<file path="config.mk">
export PLATFORM = sky130hd
export DESIGN_NAME = periodic_timing_wheel
export DESIGN_NICKNAME = d
export VERILOG_FILES = /design/src/hw/rtl/ptw_pkg.sv /design/src/hw/rtl/ptw_div.sv /design/src/hw/rtl/ptw_entry_ram.sv /design/src/hw/rtl/periodic_timing_wheel.sv
export SDC_FILE = /design/constraint.sdc
export NUM_CORES = 1
export LEC_CHECK = 0
export BUFFER_PORTS_ARGS = -buffer_cell sky130_fd_sc_hd__buf_2
export CELL_PAD_IN_SITES_DETAIL_PLACEMENT = 1
export CELL_PAD_IN_SITES_GLOBAL_PLACEMENT = 1
export CORE_MARGIN = 1.5
export CORE_UTILIZATION = 59
export DETAILED_ROUTE_END_ITERATION = 7
export PLACE_DENSITY_LB_ADDON = 0.2
export SLEW_MARGIN = 20
export SYNTH_ARGS = -nofsm -noshare
export SYNTH_HDL_FRONTEND = slang
export SYNTH_HIERARCHICAL = 1
export SYNTH_SLANG_ARGS = --single-unit
</file>
<file path="constraint.sdc">
create_clock -name i_clk -period 12.3 [get_ports i_clk]
set_clock_uncertainty 0.1 [all_clocks]
set_input_delay 0 -clock i_clk [delete_from_list [all_inputs] [get_ports i_clk]]
set_output_delay 0 -clock i_clk [all_outputs]
set_load 0.05 [all_outputs]
</file>
<file path="src/hw/rtl/ptw_pkg.sv">
// shared types, codes and parameter defaults for the periodic timing wheel
package ptw_pkg;

    // parameter defaults
    localparam int WHEEL_SLOTS_DEF = 16;
    localparam int MAX_TIMERS_DEF  = 16;
    localparam int PERIOD_BITS_DEF = 16;

    // fixed field widths of the stream ports
    localparam int ID_FIELD_W     = 4;
    localparam int PERIOD_FIELD_W = 16;
    localparam int S_TDATA_W      = 24;
    localparam int M_TDATA_W      = 8;

    // input mode codes carried on tuser
    localparam logic [1:0] MODE_TICK = 2'd0;
    localparam logic [1:0] MODE_ADD  = 2'd1;
    localparam logic [1:0] MODE_DEL  = 2'd2;

    // control sequencer states
    typedef enum logic [2:0] {
        ST_IDLE,
        ST_DIV,
        ST_SCAN,
        ST_FLUSH,
        ST_RESP
    } t_state;

    // divider status toward the sequencer
    typedef struct packed {
        logic busy;
        logic done;
    } t_div_stat;

endpackage

</file>
<file path="src/hw/rtl/ptw_div.sv">
// constant divider of a period by the wheel size, one quotient byte per cycle
module ptw_div #(
    parameter int WHEEL_SLOTS = ptw_pkg::WHEEL_SLOTS_DEF,
    parameter int PERIOD_BITS = ptw_pkg::PERIOD_BITS_DEF
) (
    input  logic                             i_clk,
    input  logic                             i_rst_n,
    input  logic                             i_start,
    input  logic [PERIOD_BITS-1:0]           i_dividend,
    output logic [PERIOD_BITS-1:0]           o_quo,
    output logic [$clog2(WHEEL_SLOTS)-1:0]   o_rem,
    output ptw_pkg::t_div_stat               o_stat
);
    import ptw_pkg::*;

    localparam int SLOT_W = $clog2(WHEEL_SLOTS);
    localparam int DIG_W  = 8;
    localparam int N_DIG  = (PERIOD_BITS + DIG_W - 1) / DIG_W;
    localparam int PAD_W  = N_DIG * DIG_W;
    localparam int CNT_W  = $clog2(N_DIG + 1);
    // partial dividend: running remainder above the next byte
    localparam int T_W    = SLOT_W + DIG_W;
    // scaled reciprocal, exact for every partial dividend below WHEEL_SLOTS * 256
    localparam int SHIFT  = T_W + SLOT_W;
    localparam int RECIP  = ((1 << SHIFT) + WHEEL_SLOTS - 1) / WHEEL_SLOTS;
    localparam int PROD_W = 2 * T_W + 1;

    logic [PAD_W-1:0]       r_dvd;
    logic [SLOT_W-1:0]      r_rem;
    logic [CNT_W-1:0]       r_cnt;
    logic                   r_busy;
    logic                   r_done;

    logic [T_W-1:0]         w_part;
    logic [PROD_W-1:0]      w_prod;
    logic [DIG_W-1:0]       w_qdig;
    logic [T_W-1:0]         w_back;
    logic [T_W-1:0]         w_left;

    // quotient digit by reciprocal multiplication, remainder by back-multiplication
    assign w_part = {r_rem, r_dvd[PAD_W-1 -: DIG_W]};
    assign w_prod = PROD_W'(w_part) * PROD_W'(RECIP);
    assign w_qdig = w_prod[SHIFT +: DIG_W];
    assign w_back = T_W'(w_qdig) * T_W'(WHEEL_SLOTS);
    assign w_left = w_part - w_back;

    // control
    always_ff @(posedge i_clk) begin
        if (!i_rst_n) begin
            r_busy <= 1'b0;
            r_done <= 1'b0;
            r_cnt  <= '0;
        end else begin
            r_done <= 1'b0;
            if (i_start) begin
                r_busy <= 1'b1;
                r_cnt  <= CNT_W'(N_DIG);
            end else if (r_busy) begin
                r_cnt <= r_cnt - 1'b1;
                if (r_cnt == CNT_W'(1)) begin
                    r_busy <= 1'b0;
                    r_done <= 1'b1;
                end
            end
        end
    end

    // datapath: dividend register collects the quotient bytes from the bottom
    always_ff @(posedge i_clk) begin
        if (i_start) begin
            r_dvd <= PAD_W'(i_dividend);
            r_rem <= '0;
        end else if (r_busy) begin
            r_dvd <= (r_dvd << DIG_W) | PAD_W'(w_qdig);
            r_rem <= w_left[SLOT_W-1:0];
        end
    end

    assign o_quo       = r_dvd[PERIOD_BITS-1:0];
    assign o_rem       = r_rem;
    assign o_stat.busy = r_busy;
    assign o_stat.done = r_done;

endmodule

</file>
<file path="src/hw/rtl/ptw_entry_ram.sv">
// timer entry memory, one write and one registered read port
module ptw_entry_ram #(
    parameter int DATA_W = 40,
    parameter int DEPTH  = ptw_pkg::MAX_TIMERS_DEF,
    parameter int ADDR_W = 4
) (
    input  logic              i_clk,
    input  logic              i_we,
    input  logic [ADDR_W-1:0] i_waddr,
    input  logic [DATA_W-1:0] i_wdata,
    input  logic [ADDR_W-1:0] i_raddr,
    output logic [DATA_W-1:0] o_rdata
);
    import ptw_pkg::*;

    logic [DATA_W-1:0] r_mem [DEPTH];
    logic [DATA_W-1:0] r_rdata;

    // write port
    always_ff @(posedge i_clk) begin
        if (i_we) begin
            r_mem[i_waddr] <= i_wdata;
        end
    end

    // read port, registered
    always_ff @(posedge i_clk) begin
        r_rdata <= r_mem[i_raddr];
    end

    assign o_rdata = r_rdata;

endmodule

</file>
<file path="src/hw/rtl/periodic_timing_wheel.sv">
// Periodic hashed timing wheel: entry memory scan, divider for add, result register.
// Tick: the scan reads one entry per cycle through the entry memory read port,
//   holding while an expiry waits on a stalled output.
// Add goes through the byte-wise divider; delete is answered without it.
// One item is worked on at a time; the next is taken once the last result is queued.
// Synchronous active-low reset clears the armed bits, the current slot and control;
//   the entry memory is not cleared and its contents are used only for armed timers.
module periodic_timing_wheel #(
    parameter int WHEEL_SLOTS = ptw_pkg::WHEEL_SLOTS_DEF,
    parameter int MAX_TIMERS  = ptw_pkg::MAX_TIMERS_DEF,
    parameter int PERIOD_BITS = ptw_pkg::PERIOD_BITS_DEF
) (
    input  logic                            i_clk,
    input  logic                            i_rst_n,
    // timer_id [3:0], period [19:4], zero pad [23:20]
    input  logic [ptw_pkg::S_TDATA_W-1:0]   i_s_tdata,
    // mode [1:0]
    input  logic [1:0]                      i_s_tuser,
    input  logic                            i_s_tvalid,
    output logic                            o_s_tready,
    // expired_id [3:0], expired [4], status [5], zero pad [7:6]
    output logic [ptw_pkg::M_TDATA_W-1:0]   o_m_tdata,
    output logic                            o_m_tlast,
    output logic                            o_m_tvalid,
    input  logic                            i_m_tready
);
    import ptw_pkg::*;

    localparam int SLOT_W = $clog2(WHEEL_SLOTS);
    localparam int ID_W   = (MAX_TIMERS > 1) ? $clog2(MAX_TIMERS) : 1;
    localparam int PB     = PERIOD_BITS;
    localparam int ENT_W  = 2 * PB + 2 * SLOT_W;
    // entry layout: rounds, slot, slot offset remainder, rounds reload
    localparam int RND_LO = 0;
    localparam int SLT_LO = PB;
    localparam int REM_LO = PB + SLOT_W;
    localparam int QUO_LO = PB + 2 * SLOT_W;

    // state
    t_state                r_state, n_state;
    logic [SLOT_W-1:0]     r_cur;
    logic [MAX_TIMERS-1:0] r_valid;
    logic [ID_W-1:0]       r_idx;
    logic [ID_W-1:0]       r_id;
    logic                  r_status;
    logic                  r_pend_v;
    logic [ID_FIELD_W-1:0] r_pend_id;
    logic                  r_out_v;
    logic [ID_FIELD_W-1:0] r_out_id;
    logic                  r_out_exp;
    logic                  r_out_st;
    logic                  r_out_last;

    // input fields
    logic [1:0]            w_mode;
    logic [7:0]            w_tid8;
    logic [ID_W-1:0]       w_id;
    logic                  w_id_ok;
    logic [31:0]           w_per32;
    logic [PB-1:0]         w_per;
    logic [PB-1:0]         w_dvd;
    logic                  w_in_acc;
    logic                  w_out_free;

    // memory and divider
    logic                  w_we;
    logic [ID_W-1:0]       w_waddr;
    logic [ENT_W-1:0]      w_wdata;
    logic [ID_W-1:0]       w_raddr;
    logic [ENT_W-1:0]      w_rd;
    logic                  w_div_start;
    logic [PB-1:0]         w_quo;
    logic [SLOT_W-1:0]     w_rem;
    t_div_stat             w_div_stat;

    // scan
    logic [PB-1:0]         w_rd_rnd;
    logic [SLOT_W-1:0]     w_rd_slot;
    logic [SLOT_W-1:0]     w_rd_rem;
    logic [PB-1:0]         w_rd_quo;
    logic                  w_hit;
    logic                  w_exp;
    logic                  w_stall;
    logic                  w_scan_end;
    logic [7:0]            w_idx8;
    logic [SLOT_W-1:0]     w_rem_sel;
    logic [SLOT_W:0]       w_sum;
    logic [SLOT_W-1:0]     w_new_slot;
    logic [SLOT_W:0]       w_cur_inc;
    logic [SLOT_W-1:0]     w_cur_next;

    // output load
    logic                  w_out_load;
    logic [ID_FIELD_W-1:0] w_o_id;
    logic                  w_o_exp;
    logic                  w_o_st;
    logic                  w_o_last;

    // field extraction
    assign w_mode   = i_s_tuser;
    assign w_tid8   = {4'b0, i_s_tdata[ID_FIELD_W-1:0]};
    assign w_id     = w_tid8[ID_W-1:0];
    assign w_id_ok  = w_tid8 < 8'(MAX_TIMERS);
    assign w_per32  = {16'b0, i_s_tdata[ID_FIELD_W +: PERIOD_FIELD_W]};
    assign w_per    = w_per32[PB-1:0];
    // a zero period counts as one tick
    assign w_dvd    = (w_per == '0) ? '0 : w_per - 1'b1;

    assign o_s_tready = (r_state == ST_IDLE);
    assign w_in_acc   = i_s_tvalid && o_s_tready;
    assign w_out_free = !r_out_v || i_m_tready;

    // entry read data
    assign w_rd_rnd   = w_rd[RND_LO +: PB];
    assign w_rd_slot  = w_rd[SLT_LO +: SLOT_W];
    assign w_rd_rem   = w_rd[REM_LO +: SLOT_W];
    assign w_rd_quo   = w_rd[QUO_LO +: PB];

    assign w_hit      = r_valid[r_idx] && (w_rd_slot == r_cur);
    assign w_exp      = w_hit && (w_rd_rnd == '0);
    assign w_stall    = w_exp && r_pend_v && !w_out_free;
    assign w_scan_end = (r_idx == ID_W'(MAX_TIMERS - 1));
    assign w_idx8     = 8'(r_idx);

    // slot of a freshly armed timer: current + remainder + 1, folded once
    assign w_rem_sel  = (r_state == ST_DIV) ? w_rem : w_rd_rem;
    assign w_sum      = {1'b0, r_cur} + {1'b0, w_rem_sel} + (SLOT_W+1)'(1);
    assign w_new_slot = (w_sum >= (SLOT_W+1)'(WHEEL_SLOTS))
                      ? SLOT_W'(w_sum - (SLOT_W+1)'(WHEEL_SLOTS)) : w_sum[SLOT_W-1:0];

    // wheel advance
    assign w_cur_inc  = {1'b0, r_cur} + (SLOT_W+1)'(1);
    assign w_cur_next = (w_cur_inc == (SLOT_W+1)'(WHEEL_SLOTS)) ? '0 : w_cur_inc[SLOT_W-1:0];

    // next state
    always_comb begin
        n_state = r_state;
        unique case (r_state)
            ST_IDLE: begin
                if (w_in_acc) begin
                    if (w_mode == MODE_TICK) begin
                        n_state = ST_SCAN;
                    end else if (w_mode == MODE_ADD && w_id_ok) begin
                        n_state = ST_DIV;
                    end else begin
                        n_state = ST_RESP;
                    end
                end
            end
            ST_DIV: begin
                if (w_div_stat.done) n_state = ST_RESP;
            end
            ST_SCAN: begin
                if (!w_stall && w_scan_end) n_state = ST_FLUSH;
            end
            ST_FLUSH: begin
                if (w_out_free) n_state = ST_IDLE;
            end
            ST_RESP: begin
                if (w_out_free) n_state = ST_IDLE;
            end
            default: n_state = ST_IDLE;
        endcase
    end

    // sequencer outputs
    always_comb begin
        w_we        = 1'b0;
        w_waddr     = r_idx;
        w_wdata     = {w_rd_quo, w_rd_rem, w_rd_slot, w_rd_rnd - 1'b1};
        w_raddr     = '0;
        w_div_start = 1'b0;
        w_out_load  = 1'b0;
        w_o_id      = '0;
        w_o_exp     = 1'b0;
        w_o_st      = 1'b0;
        w_o_last    = 1'b1;
        unique case (r_state)
            ST_IDLE: begin
                w_div_start = w_in_acc && (w_mode == MODE_ADD) && w_id_ok;
            end
            ST_DIV: begin
                w_we    = w_div_stat.done;
                w_waddr = r_id;
                w_wdata = {w_quo, w_rem, w_new_slot, w_quo};
            end
            ST_SCAN: begin
                w_raddr = (w_stall || w_scan_end) ? r_idx : r_idx + 1'b1;
                w_we    = w_hit && !w_stall;
                if (w_exp) begin
                    w_wdata = {w_rd_quo, w_rd_rem, w_new_slot, w_rd_quo};
                end
                // an earlier expiry is known not to be the last one
                w_out_load = w_exp && !w_stall && r_pend_v;
                w_o_id     = r_pend_id;
                w_o_exp    = 1'b1;
                w_o_last   = 1'b0;
            end
            ST_FLUSH: begin
                w_out_load = w_out_free;
                w_o_id     = r_pend_v ? r_pend_id : '0;
                w_o_exp    = r_pend_v;
            end
            ST_RESP: begin
                w_out_load = w_out_free;
                w_o_st     = r_status;
            end
            default: begin
                w_out_load = 1'b0;
            end
        endcase
    end

    // control and wheel state
    always_ff @(posedge i_clk) begin
        if (!i_rst_n) begin
            r_state  <= ST_IDLE;
            r_cur    <= '0;
            r_valid  <= '0;
            r_pend_v <= 1'b0;
            r_out_v  <= 1'b0;
        end else begin
            r_state <= n_state;
            if (w_in_acc) begin
                if (w_mode == MODE_TICK) begin
                    r_cur <= w_cur_next;
                end else if (w_mode == MODE_DEL && w_id_ok && r_valid[w_id]) begin
                    r_valid[w_id] <= 1'b0;
                end
            end
            if (r_state == ST_DIV && w_div_stat.done) begin
                r_valid[r_id] <= 1'b1;
            end
            if (r_state == ST_SCAN && w_exp && !w_stall) begin
                r_pend_v <= 1'b1;
            end
            if (r_state == ST_FLUSH && w_out_free) begin
                r_pend_v <= 1'b0;
            end
            if (w_out_load) begin
                r_out_v <= 1'b1;
            end else if (i_m_tready) begin
                r_out_v <= 1'b0;
            end
        end
    end

    // item payload, scan index and result register
    always_ff @(posedge i_clk) begin
        if (w_in_acc) begin
            r_idx    <= '0;
            r_id     <= w_id;
            r_status <= (w_mode == MODE_DEL) && !(w_id_ok && r_valid[w_id]);
        end else if (r_state == ST_SCAN && !w_stall && !w_scan_end) begin
            r_idx <= r_idx + 1'b1;
        end
        if (r_state == ST_SCAN && w_exp && !w_stall) begin
            r_pend_id <= w_idx8[ID_FIELD_W-1:0];
        end
        if (w_out_load) begin
            r_out_id   <= w_o_id;
            r_out_exp  <= w_o_exp;
            r_out_st   <= w_o_st;
            r_out_last <= w_o_last;
        end
    end

    ptw_entry_ram #(
        .DATA_W (ENT_W),
        .DEPTH  (MAX_TIMERS),
        .ADDR_W (ID_W)
    ) u_ram (
        .i_clk   (i_clk),
        .i_we    (w_we),
        .i_waddr (w_waddr),
        .i_wdata (w_wdata),
        .i_raddr (w_raddr),
        .o_rdata (w_rd)
    );

    ptw_div #(
        .WHEEL_SLOTS (WHEEL_SLOTS),
        .PERIOD_BITS (PERIOD_BITS)
    ) u_div (
        .i_clk      (i_clk),
        .i_rst_n    (i_rst_n),
        .i_start    (w_div_start),
        .i_dividend (w_dvd),
        .o_quo      (w_quo),
        .o_rem      (w_rem),
        .o_stat     (w_div_stat)
    );

    // result port
    assign o_m_tvalid = r_out_v;
    assign o_m_tdata  = {2'b00, r_out_st, r_out_exp, r_out_id};
    assign o_m_tlast  = r_out_last;

endmodule

</file>
**Word-level counts from Yosys, hierarchy flattened**

Memory sizes are Yosys's and may differ from the RTL's. A register that Yosys moved wholly into a read port is not among the register bits.
Index checks and enable logic that the tools add are counted.

- Bits in registers: 69
- Latch bits: 0
- RAM bits: 640
- Memory bits (read-only): 0
- Input bits: 30
- Output and inout port bits: 11
- Logic and storage cells: 147
- Memories: 1

- Add/sub/neg operators: 9
- $mul: 0
- Divide/modulo/power cells: 0
- Order comparisons: 7
- Eq/ne operators: 14
- Shifts and indexed selects: 0
- Mux-type cells: 48
- Bitwise operators: 6
- Reduce and logical (&&, ||, !) cells: 43

Memory list:

| memory | words | bits a word | read ports | clocked after Yosys merged registers in | wr ports | RTL line | text |
|---|---|---|---|---|---|---|---|
| u_ram.r_mem | 16 | 40 | 1 | 1 | 1 | ptw_entry_ram.sv:16 | `logic [DATA_W-1:0] r_mem [DEPTH];` |

Operators with widths:

| kind | count |
|---|---|
| $mux 16 | 8 |
| $pmux 40 s2 | 1 |
| $logic_not 16->1 | 2 |
| $sub 16x1->16 const B | 2 |
| $mux 4 | 7 |
| $logic_and 1x1->1 | 24 |
| $lt 4x5->1 const B | 4 |
| $mux 20 | 1 |
| $mux 3 | 6 |
| $and 16x16->16 | 1 |
| $not 16->16 | 1 |
| $or 16x16->16 | 1 |
| $or 16x8->16 | 1 |
| $mux 1 | 14 |
| $pmux 3 s4 | 1 |
| $bmux 1 s4 | 2 |
| $demux 1 s4 | 2 |
| $ge 4x1->1 const B | 2 |
| $pmux 4 s2 | 1 |
| $sub 4x1->4 const B | 2 |
| $eq 3x2->1 const B | 2 |
| $ne 2x1->1 const B | 3 |
| $pmux 1 s2 | 3 |
| $reduce_or 2->1 | 3 |
| other kinds (24) | 33 |

**Logic depth before layout (Yosys ltp)**

Gate-level depths: netlist of the first run.

- Depth in word-level cells: 12
- Depth in mapped cells: 14
- Mapped depth without buffers: 11

**Modules after synthesis**

The synthesis of the first run kept the hierarchy.

Modules (own cells, without submodules):

| module | times used | cells each | area an instance (sq um) | seq. area each (sq um) |
|---|---|---|---|---|
| ptw_entry_ram | 1 | 1040 | 25132.9 | 20019.2 |
| periodic_timing_wheel | 1 | 499 | 3833.7 | 1061.0 |
| ptw_div | 1 | 64 | 1024.7 | 640.6 |

**Worst setup path before layout of the first run**

No wires, ideal clock.

- Kind: reg2reg
- Start point: reg r_state[2]
- End point: mem u_ram.r_mem[0][0], enable pin
- Setup time: 0.487 ns
- Data arrival time: 4.686 ns
- Required time: 11.713 ns
- Path slack: 7.027 ns
- Cell stages (with the launch flop): 9
- Buffers on the path: 3
- Clock period less this slack: 5.273 ns
- Path through: dfxtp_1 -> clkbuf_1 -> or3b_2 -> clkbuf_1 -> clkbuf_1 -> nand2_1 -> nand2_1 -> or3b_2 -> nor3_1

- Elaborated cells on any way between the ends: 6
- Those cells by class: eq/ne (2); mux (4)

RTL lines:

| item | RTL line | text |
|---|---|---|
| from (decl) | periodic_timing_wheel.sv:40 | `t_state r_state, n_state;` |
| from (signal assigned) | periodic_timing_wheel.sv:223 | `r_state <= n_state;` |
| $eq 3x1->1 | periodic_timing_wheel.sv:178 | `unique case (r_state)` |
| $mux 4 | periodic_timing_wheel.sv:178 |  |
| net w_waddr[2] | periodic_timing_wheel.sv:67 | `logic [ID_W-1:0] w_waddr;` |
| to (decl) | ptw_entry_ram.sv:16 |  |

The timed path passes the listed nets, and every way through them passes these cells.

**Worst setup path in the final report of the first run**

- Start point: reg r_idx[0]
- End point: reg u_ram.r_rdata[0], in the netlist u_ram/o_rdata[0], read port of u_ram.r_mem

- Word-level cells in the longest chain between the ends: 9
- Elaborated cells on any way between the ends: 11
- Those cells by class: add/sub (1); eq/ne (1); mux (4); reduce/logical (5)

Ends and longest elaborated chain:

| item | RTL line | text |
|---|---|---|
| from (decl) | periodic_timing_wheel.sv:43 | `logic [ID_W-1:0] r_idx;` |
| from (signal assigned) | periodic_timing_wheel.sv:255 | `r_idx <= r_idx + 1'b1;` |
| $bmux 1 s4 | periodic_timing_wheel.sv:119 | `assign w_hit = r_valid[r_idx] && (w_rd_slot == r_cur);` |
| $mux 1 (implied by the code) | periodic_timing_wheel.sv:119 |  |
| $logic_and 1x1->1 | periodic_timing_wheel.sv:119 |  |
| $logic_and 1x1->1 | periodic_timing_wheel.sv:120 | `assign w_exp = w_hit && (w_rd_rnd == '0);` |
| $logic_and 1x1->1 (2 in a row) | periodic_timing_wheel.sv:121 | `assign w_stall = w_exp && r_pend_v && !w_out_free;` |
| $logic_or 1x1->1 | periodic_timing_wheel.sv:188 | `w_raddr = (w_stall \|\| w_scan_end) ? r_idx : r_idx + 1'b1;` |
| $mux 4 (*) | periodic_timing_wheel.sv:188 |  |
| $mux 4 (*) | periodic_timing_wheel.sv:178 |  |
| net w_raddr[0] | periodic_timing_wheel.sv:69 | `logic [ID_W-1:0] w_raddr;` |
| to (decl) | ptw_entry_ram.sv:17 | `logic [DATA_W-1:0] r_rdata;` |

The timed path passes the listed nets; every way through them passes the cells marked *. The select of a mux whose other input is x is not followed.
A chain may end at the register's enable or synchronous reset.

==> key figures, run 1 <==
STA
  • Min cycle time layout: 5930 ps
  • Slew HR: 28.6%
  • Final Cycle Share: 48.2%
  • Fin. Hold Viols: 0
  • Worst-Margin Slew: 1070 ps
  • RSZ-0062 raised after global routing: no
  • Fin Setup TNS: 0 ps
  • Setup WS post-layout: 6370 ps
  • Fmax: 0.169 GHz
  • Final Setup Violations: 0
  • Max Slew Vio Count: 0

Synth
  • Syn Std Cell Area: 30000 µm²
  • Ys Warns: 6
  • Syn Area/Cell: 18.7 µm²
  • Syn Inst Count: 1602

Die
  • Initial Util: 59.8%
  • DIE AREA: 52200 µm²
  • Die H: 228 µm
  • CORE AREA: 50200 µm²
  • Chip width: 228 µm
  • Boundary Pins: 41
  • Row count: 82

Power and ir drop
  • Clock group share of total power: 39.9%
  • NetSw: 1.25 mW
  • P_int: 4.29 mW
  • Register share of total power: 52.6%
  • Sw frac: 22.6%
  • Power Dens Cells: 165 nW/µm²
  • VDD IR max: 132 µV
  • Leak pwr: 10.8 nW
  • Logic pwr share: 7.5%
  • Pwr Total: 5.55 mW

CTS
  • CTS buffer count: 77
  • CTS Buffer Depth: 3
  • CTS tree: done
  • Post-CTS Resized: 0
  • Total clock sinks: 749
  • Post-CTS setup buffers: 0
  • Cts hold-fix bufs: 35
  • Clk pin slew, worst setup/hold paths: 60 ps
  • Worst skew pair latency: 620 ps
  • Htree depth: 3
  • Clk root buf: clkbuf_16

GRT
  • Vias in the first global route: 17200
  • Total GRT Usage: 30.5%
  • First-pass GRT wire length: 114000 µm
  • Largest net degree at the start of global routing: 77
  • Remaining Overflow, GRT: 0
  • Antenna violations before repair: 0

Cells and area
  • Commonest non-fill, non-tap cell in the layout: edfxtp_1
  • Post-layout nets: 1747
  • Reg area: 21700 µm²
  • Final core utilization: 67.1%
  • Commonest non-fill, non-tap cells in the layout: edfxtp_1, nand2_1, mux4_2, a22oi_1, clkbuf_16
  • Fin cells: 2445
  • Layout fillers: 4081
  • Area grow syn2layout: 12.2%
  • Area of the multi-input gates: 7760 µm²
  • Ratio of cells with drive above 1 in the final layout: 19.9%

Detailed routing
  • Antenna viol nets, final: 0
  • Vias: 16100
  • Post-Route WL: 77100 µm
  • Drc violations: 0
  • Routed vias/inst: 6.59
  • Drt pass-1 iters: 7
  • DRT iter0 DRCs: 1637
  • DR WL/cell: 31.5 µm

Worst setup path
  • CP peak stage delay: 880 ps
  • Slowest CP cell: buf_4
  • CP max FO: 49
  • Startpoint Class: register
  • R2r setup slk: 6370 ps
  • CP required: 12680 ps
  • CP cell instances: mux2i_1 -> a22oi_1 -> nand4_2 -> a21boi_2 -> or4_1 -> nand2_4 -> buf_4 -> buf_4 -> mux4_1 -> a22oi_1 -> nand2_1
  • Worst setup EP type: register
  • Crit path DAT: 6310 ps
  • Worst setup path category: reg -> reg

Placement
  • RD Place Congestion: 0.872
  • IO Port Bufs: 34
  • DPL Wire Length: 41500 µm
  • Inst Count DP: 2257
  • Placement Setup Slack: 6300 ps

Min path
  • HP Class: in -> reg

Flow run
  • Max-cap violations: 0

Status
  • Status: complete, no violations
-- stage by stage --
stage               cell area, µm²  hold slack (ps)
global placement             30800              180
detailed placement           30800              180
CTS                          33500             1.38
finish                       33600             20.4
global route                 33600             37.9
floorplan                    30000            -1.13
-- power groups by stage --
stage,combinational [mW],clock [mW],sequential (mW)
5_1_grt,0.444,2.33,2.92
6_report,0.415,2.21,2.92
3_5_place_dp,0.389,0,2.97
2_1_floorplan,0.296,0,2.95
4_1_cts,0.403,2.24,2.92
3_3_place_gp,0.364,0,2.97
-- routing by layer --
metal | vias up | share of wire (%) | GRT usage, %
li1 | 6698 | - | -
met1 | 8509 | 39 | 41.0
met2 | 744 | 50 | 50.7
met3 | 162 | 7.0 | 4.50
met4 | 0 | 3.6 | 12.7
met5 | - | 0 | 0
-- critical path, delay by kind of cell (launching register included) --
kind,cells,cell delay (ps)
buffers and inverters,2,1670
and+or+nand+nor,4,1460
DFF,1,840
AOI/OAI and AO/OA,3,520
muxes,2,1060
-- final timing paths --
| kind | from | endpoint | cells after the start |
|---|---|---|---|
| setup / recovery | r_idx[0] | u_ram/o_rdata[0] | 11 |
| setup reg to reg | r_idx[0] | u_ram/o_rdata[0] | 11 |
| hold reg to reg | r_valid[2] | r_valid[2] | 2 |
| hold / removal | i_s_tdata[18] | u_div/o_quo[15] | 4 |
-- final cells by class --
| type | instances | area share, % |
|---|---|---|
| multi-input combinational | 747 | 23.1 |
| clock buffer | 104 | 6.34 |
| clock inverter | 40 | 0.747 |
| inverter | 19 | 0.212 |
| tap | 672 | 2.50 |
| antenna | 1 | 0.00744 |
| sequential | 749 | 64.5 |
| timing repair buffer | 113 | 2.58 |
-- flip-flops by register name (all words and copies together), names as in the netlist, 16 cells and up --
name,cells
u_ram/r_mem,640
u_ram/o_rdata,40
r_valid,16
u_div/o_quo,16
No activity file was read; power rests on OpenSTA's default activity.
==> run 2: changes to the inputs <==
--- a/config.mk
+++ b/config.mk
@@ -5,11 +5,12 @@
 export SDC_FILE = /design/constraint.sdc
 export NUM_CORES = 1
 export LEC_CHECK = 0
+export ABC_AREA = 1
 export BUFFER_PORTS_ARGS = -buffer_cell sky130_fd_sc_hd__buf_2
 export CELL_PAD_IN_SITES_DETAIL_PLACEMENT = 1
 export CELL_PAD_IN_SITES_GLOBAL_PLACEMENT = 1
 export CORE_MARGIN = 1.5
-export CORE_UTILIZATION = 59
+export CORE_UTILIZATION = 45
 export DETAILED_ROUTE_END_ITERATION = 7
 export PLACE_DENSITY_LB_ADDON = 0.2
 export SLEW_MARGIN = 20
==> constraint.sdc (replaced) <==
create_clock -name i_clk -period 5.4 [get_ports i_clk]
set_clock_uncertainty 0.1 [all_clocks]
set_input_delay 0 -clock i_clk [delete_from_list [all_inputs] [get_ports i_clk]]
set_output_delay 0 -clock i_clk [all_outputs]
set_load 0.05 [all_outputs]
==> run 2 against run 1 <==
Effect of this change: sequential power grew to 2.8 times the previous value; synthesized cell count grew 110%; first-iteration DRC count grew 2.0%; fmax grew 47%; clock power grew 150%; cell count grew 83%; via count grew 50%; global-route usage shrank 4.0 points; critical endpoint is now u_ram/o_rdata[2]; register-to-register slack lost 5000 ps; flip-flop and latch count is the same.
==> key figures, run 2 <==
Worst setup path
  • CP peak stage delay: 770 ps (-110 ps)
  • R2r worst-path depth: 19 (+8)
  • FF-to-FF End: u_ram/o_rdata[2]
  • FF-to-FF Start: r_idx[0]
  • Worst setup EP type: register
  • CP max FO: 81 (+65%)
  • CP required: 5870 ps (-6810 ps)
  • Startpoint Class: register
  • Most used cell, CP: nand2_1
  • Crit path DAT: 4510 ps (-1800 ps)
  • R2r setup slk: 1350 ps (-5010 ps)
  • Worst Path Buf+Inv: 2 (unchanged)
  • CP cell instances: inv_2 -> nand2_1 -> nand3_1 -> nand3_1 -> nand2_1 -> nand2_1 -> nand2_1 -> nor2_4 -> nand4_4 -> nand2_2 -> nand2_1 -> a21oi_4 -> buf_4 -> nand2_1 -> nand2_1 -> nand2_1 -> nand3_1 -> nand3_1 -> nand2_1
  • Top Family by Delay on Critical Path: simple AND/OR/NAND/NOR gates
  • Slowest CP cell: buf_4
  • Worst setup path category: reg -> reg

STA
  • RSZ-0062 raised after global routing: no
  • Fin. Hold Viols: 0 (unchanged)
  • Worst-Margin Slew: 1130 ps (+64.6 ps)
  • Fin Setup TNS: 0 ps (unchanged)
  • Max Slew Vio Count: 0 (unchanged)
  • Slew HR: 24.3% (-4.3 points)
  • Final Setup Violations: 0 (unchanged)
  • Min cycle time layout: 4050 ps (-1890 ps)
  • Hold Slack: 61.4 ps (+41.0 ps)
  • Fmax: 0.247 GHz (+47%)
  • Setup WS post-layout: 1350 ps (-5010 ps)
  • Final Cycle Share: 74.9% (+27 points)

Detailed routing
  • Vias: 24100 (+50%)
  • Routed vias/inst: 5.37 (-18%)
  • Drc violations: 0 (unchanged)
  • DR WL/cell: 22.0 µm (-30%)
  • Post-Route WL: 98800 µm (+28%)
  • Drt pass-1 iters: 6 (-1)
  • Antenna viol nets, final: 0 (unchanged)
  • DRT iter0 DRCs: 1670 (+2.0%)

Power and ir drop
  • NetSw: 7.23 mW (+480%)
  • Pwr Total: 19.8 mW (+260%)
  • Clock group share of total power: 27.3% (-13 points)
  • P_int: 12.6 mW (+190%)
  • VDD IR max: 598 µV (+350%)
  • Sw frac: 36.5% (+14 points)
  • Leak pwr: 15.8 nW (+46%)
  • Register share of total power: 41.6% (-11 points)
  • Logic pwr share: 31.0% (+24 points)
  • Power Dens Cells: 527 nW/µm² (+220%)

Synth
  • Ys Warns: 6 (unchanged)
  • Syn Area/Cell: 9.85 µm² (-47%)
  • Syn Inst Count: 3396 (+110%)
  • Syn Std Cell Area: 33400 µm² (+12%)

Placement
  • DPL Wire Length: 53500 µm (+29%)
  • Placed cell area: 34500 µm² (+12%)
  • IO Port Bufs: 34 (unchanged)
  • Placement Setup Slack: 1330 ps (-4970 ps)
  • RD Place Congestion: 0.887 (+1.7%)
  • Inst Count DP: 4279 (+90%)

GRT
  • Remaining Overflow, GRT: 0 (unchanged)
  • Met2 Use GR: 45.9% (-4.8 points)
  • Met1 Use GR: 33.6% (-7.4 points)
  • Antenna violations before repair: 1 (+1)
  • Largest net degree at the start of global routing: 170 (+120%)
  • Vias in the first global route: 25800 (+50%)
  • Grt peak-use layer: met2
  • Met3 GRT Util: 2.91% (-1.6 points)
  • First-pass GRT wire length: 151000 µm (+32%)
  • Total GRT Usage: 26.5% (-4.0 points)

Die
  • CORE AREA: 73200 µm² (+46%)
  • Chip width: 276 µm (+21%)
  • Row count: 99 (+21%)
  • DIE AREA: 76000 µm² (+46%)
  • Die H: 276 µm (+21%)
  • Boundary Pins: 41 (unchanged)
  • Initial Util: 45.7% (-14 points)

Cells and area
  • Commonest non-fill, non-tap cell in the layout: nand2_1
  • Commonest non-fill, non-tap cells in the layout: nand2_1, edfxtp_1, inv_1, nand3_1, clkbuf_16
  • Final core utilization: 51.3% (-16 points)
  • Ratio of cells with drive above 1 in the final layout: 7.15% (-13 points)
  • Max reg flops: 640 (unchanged)
  • Biggest register: u_ram/r_mem
  • Fin cells: 4484 (+83%)
  • Area grow syn2layout: 12.4%
  • Post-layout nets: 3499 (+100%)
  • Final instance area: 37600 µm² (+12%)

CTS
  • Htree depth: 3 (unchanged)
  • Clk pin slew, worst setup/hold paths: 60 ps (about the same)
  • Total clock sinks: 749 (unchanged)
  • CTS buffer count: 81 (+5.2%)
  • CTS Buffer Depth: 3 (unchanged)
  • CTS tree: done
  • Post-CTS setup buffers: 0 (unchanged)
  • Clk root buf: clkbuf_16
  • Worst skew pair latency: 630 ps (about the same)

Min path
  • HP Class: in -> reg
  • Worst hold start: i_s_tdata[2]
  • Hold Path Cell Cnt: 2 (-2)
  • Hold Path Sink: r_id[2]

Status
  • Status: complete, no violations

Flow run
  • Max-cap violations: 0 (unchanged)
-- run 2: repair_timing --
| item | in CTS | in global routing |
|---|---|---|
| hold buffers | 46 | 0 |
| hold endpoints to repair | 59 | 0 |
| gates resized for setup | 0 | 0 |
-- run 2: power by group through the flow --
stage | clock network, mW | logic [mW] | registers, mW
finish | 5.42 | 6.15 | 8.26
global route | 5.70 | 6.81 | 8.28
CTS | 5.50 | 6.04 | 8.27
detailed placement | 0 | 5.97 | 8.38
global placement | 0 | 5.59 | 8.38
floorplan | 0 | 4.26 | 8.22
-- run 2: per-layer routing --
| metal | up-vias | wire length [µm] |
|---|---|---|
| met5 | - | 0 |
| met4 | 0 | 4080 |
| met3 | 237 | 4860 |
| met2 | 709 | 48900 |
| met1 | 12100 | 41000 |
| li1 | 11100 | - |
-- run 2: worst max path at each step --
stage / start / depth (start not counted) / to / slack [ps]
4_1_cts: r_idx[0] / 19 / u_ram/o_rdata[2] / 1310
3_3_place_gp: r_idx[0] / 19 / u_ram/o_rdata[10] / 1430
5_1_grt: r_idx[0] / 19 / u_ram/o_rdata[39] / 960
3_5_place_dp: r_idx[0] / 19 / u_ram/o_rdata[2] / 1330
2_1_floorplan: r_idx[0] / 11 / u_ram/r_mem[12][0] / 1720
6_report: r_idx[0] / 19 / u_ram/o_rdata[2] / 1350
-- run 2: layout make-up --
type,instances,area [µm²]
Fill cell,7976,35600
Sequential cell,749,21700
Multi-Input combinational cell,1906,8690
Clock buffer,126,2330
Inverter,588,2230
Tap cell,959,1200
Timing Repair Buffer,133,1190
Clock inverter,22,220
Antenna cell,1,2.50
==> run 3: changes to the inputs <==
--- a/config.mk
+++ b/config.mk
@@ -5,12 +5,12 @@
 export SDC_FILE = /design/constraint.sdc
 export NUM_CORES = 1
 export LEC_CHECK = 0
-export ABC_AREA = 1
+export ABC_AREA = 0
 export BUFFER_PORTS_ARGS = -buffer_cell sky130_fd_sc_hd__buf_2
 export CELL_PAD_IN_SITES_DETAIL_PLACEMENT = 1
 export CELL_PAD_IN_SITES_GLOBAL_PLACEMENT = 1
 export CORE_MARGIN = 1.5
-export CORE_UTILIZATION = 45
+export CORE_UTILIZATION = 55
 export DETAILED_ROUTE_END_ITERATION = 7
 export PLACE_DENSITY_LB_ADDON = 0.2
 export SLEW_MARGIN = 20
==> constraint.sdc (replaced) <==
create_clock -name i_clk -period 4 [get_ports i_clk]
set_clock_uncertainty 0.1 [all_clocks]
set_input_delay 0 -clock i_clk [delete_from_list [all_inputs] [get_ports i_clk]]
set_output_delay 0 -clock i_clk [all_outputs]
set_load 0.05 [all_outputs]
==> run 3 against run 2 <==
Effect of this change: register-to-register slack worse by 1200 ps; clock power is 29% higher; critical endpoint is now u_ram/o_rdata[5]; via count is 32% lower; fmax is 5.4% higher; global-route usage is 2.5 points higher; critical path depth is 6 lower; clock-buffer cell count is 25 lower; combinational power is 78% lower.
==> key figures, run 3 (synthesis gave the netlist of run 1 again) <==
GRT
  • Met2 Use GR: 47.7% (+1.8 points)
  • Largest net degree at the start of global routing: 41 (-76%)
  • Antenna violations before repair: 7 (+6)
  • Met3 GRT Util: 5.71% (+2.8 points)
  • Total GRT Usage: 29.0% (+2.5 points)
  • Vias in the first global route: 17500 (-32%)
  • Met1 Use GR: 38.9% (+5.3 points)
  • Remaining Overflow, GRT: 0 (unchanged)
  • First-pass GRT wire length: 116000 µm (-23%)
  • Grt peak-use layer: met2

STA
  • Max Slew Vio Count: 0 (unchanged)
  • Worst-Margin Slew: 1050 ps (-81.5 ps)
  • Fin Setup TNS: 0 ps (unchanged)
  • Final Setup Violations: 0 (unchanged)
  • Min cycle time layout: 3840 ps (-207 ps)
  • RSZ-0062 raised after global routing: no
  • Final Cycle Share: 96.0% (+21 points)
  • Setup WS post-layout: 161 ps (-1190 ps)
  • Fin. Hold Viols: 0 (unchanged)
  • Slew HR: 29.6% (+5.3 points)
  • Fmax: 0.261 GHz (+5.4%)

Power and ir drop
  • VDD IR max: 414 µV (-31%)
  • Power Dens Cells: 502 nW/µm² (-4.9%)
  • Leak pwr: 11.2 nW (-29%)

Detailed routing
  • Drt pass-1 iters: 6 (unchanged)
  • Routed vias/inst: 6.52 (+21%)
  • DRT iter0 DRCs: 1639 (-1.9%)
  • Antenna viol nets, final: 0 (unchanged)
  • Vias: 16500 (-32%)
  • Drc violations: 0 (unchanged)
  • DR WL/cell: 31.4 µm (+42%)
  • Post-Route WL: 79300 µm (-20%)

Worst setup path
  • Crit path DAT: 4220 ps (-290 ps)
  • Worst setup path category: reg -> reg
  • Worst setup EP type: register
  • CP startpoint: u_ram/o_rdata[0]
  • FF-to-FF Start: u_ram/o_rdata[0]
  • Startpoint Class: register
  • CP required: 4380 ps (-1490 ps)
  • CP max FO: 26 (-68%)

Placement
  • DPL Wire Length: 46700 µm (-13%)
  • Placement Setup Slack: 346 ps (-981 ps)
  • Placed cell area: 31700 µm² (-8.1%)
  • RD Place Congestion: 0.896 (+0.96%)
  • IO Port Bufs: 34 (unchanged)

Die
  • DIE AREA: 55900 µm² (-26%)
  • Chip width: 236 µm (-14%)
  • Initial Util: 55.7% (+10 points)
  • Die H: 236 µm (-14%)
  • Boundary Pins: 41 (unchanged)
  • CORE AREA: 53800 µm² (-26%)
  • Row count: 85 (-14%)

Cells and area
  • Post-layout nets: 1807 (-48%)
  • Commonest non-fill, non-tap cell in the layout: edfxtp_1
  • Commonest non-fill, non-tap cells in the layout: edfxtp_1, nand2_1, mux4_2, a22oi_1, clkbuf_16
  • Ratio of cells with drive above 1 in the final layout: 22.7% (+16 points)
  • Biggest register: u_ram/r_mem
  • Max reg flops: 640 (unchanged)
  • Final core utilization: 64.3% (+13 points)
  • Area grow syn2layout: 15.3%
  • Final instance area: 34600 µm² (-8.0%)

CTS
  • CTS Buffer Depth: 3 (unchanged)
  • CTS tree: done
  • Total clock sinks: 749 (unchanged)
  • CTS buffer count: 76 (-6.2%)
  • Worst skew pair latency: 630 ps (about the same)
  • Clk pin slew, worst setup/hold paths: 70 ps (about the same)
  • Clk root buf: clkbuf_16
  • Htree depth: 3 (unchanged)
  • Post-CTS Resized: 0 (unchanged)

Flow run
  • Max-cap violations: 0 (unchanged)

Min path
  • HP Class: in -> reg
  • Worst hold start: i_s_tdata[5]

Status
  • Status: complete, no violations
## run 3: changes by cell type in the layout (fill, tap and decap cells not counted), sizes merged, moves of 19 or more
cell | previous run | this run
nand2 | 1092 | 154
a22oi | 4 | 83
mux2i | 0 | 19
nand3 | 518 | 16
buf | 81 | 132
mux2 | 0 | 21
nor2 | 107 | 49
inv | 587 | 24
mux4 | 0 | 165
clkbuf | 132 | 109
a21oi | 35 | 16
## run 3: final cells by class
class                      instances  area, µm²
clock inverter                    40        352
clock buffer                     101       2080
fill                            4537      19200
tap                              696        871
inverter                          19       71.3
timing repair buffer             174       1710
multi-input combinational        747       7760
antenna                            3       7.51
sequential                       749      21700
## run 3: power breakdown
group	internal (mW)	switching (mW)	total (mW)
registers	8.86	0.102	8.96
logic	0.530	0.854	1.38
clock network	4.01	3.00	7.01
## run 3: critical path, stage by stage, from the launching register on
cell and delay (ps):
dfxtp_1 470, inv_1 160, ha_1 280, nand4_1 100
nor4b_1 70, buf_4 170, a21boi_2 170, or4_1 560
nand2_4 180, buf_12 230, buf_12 220, mux4_1 570
a22oi_1 250, nand2_1 120
## run 3: worst paths after layout
path / endpoint / slack, ps / cells after the start
hold reg to reg: r_valid[2] / 410 / 2
hold / removal: u_div/o_quo[5] / 50 / 5
setup reg to reg: u_ram/o_rdata[5] / 160 / 13
setup / recovery: u_ram/o_rdata[5] / 160 / 13
## run 3: per-stage QoR
stage          instances  hold slack [ps]  power [mW]
2_1_floorplan       1603            -1.13        9.99
3_3_place_gp        2340              152        10.3
3_5_place_dp        2340              156        10.4
4_1_cts             2515             12.3        17.4
5_1_grt             2528             69.9        17.8
6_report            2529             49.7        17.3
## run 3: layer usage
layer / wire (µm) / vias to the layer above
met5: 57 / -
met4: 2430 / 8
met3: 6260 / 169
met2: 39600 / 790
met1: 30900 / 8684
li1: - / 6826
## run 3: repair_timing
action	CTS	global route
buffers inserted	0	0
hold endpoints to repair	65	0
hold buffers	34	0
setup endpoints to repair	0	0
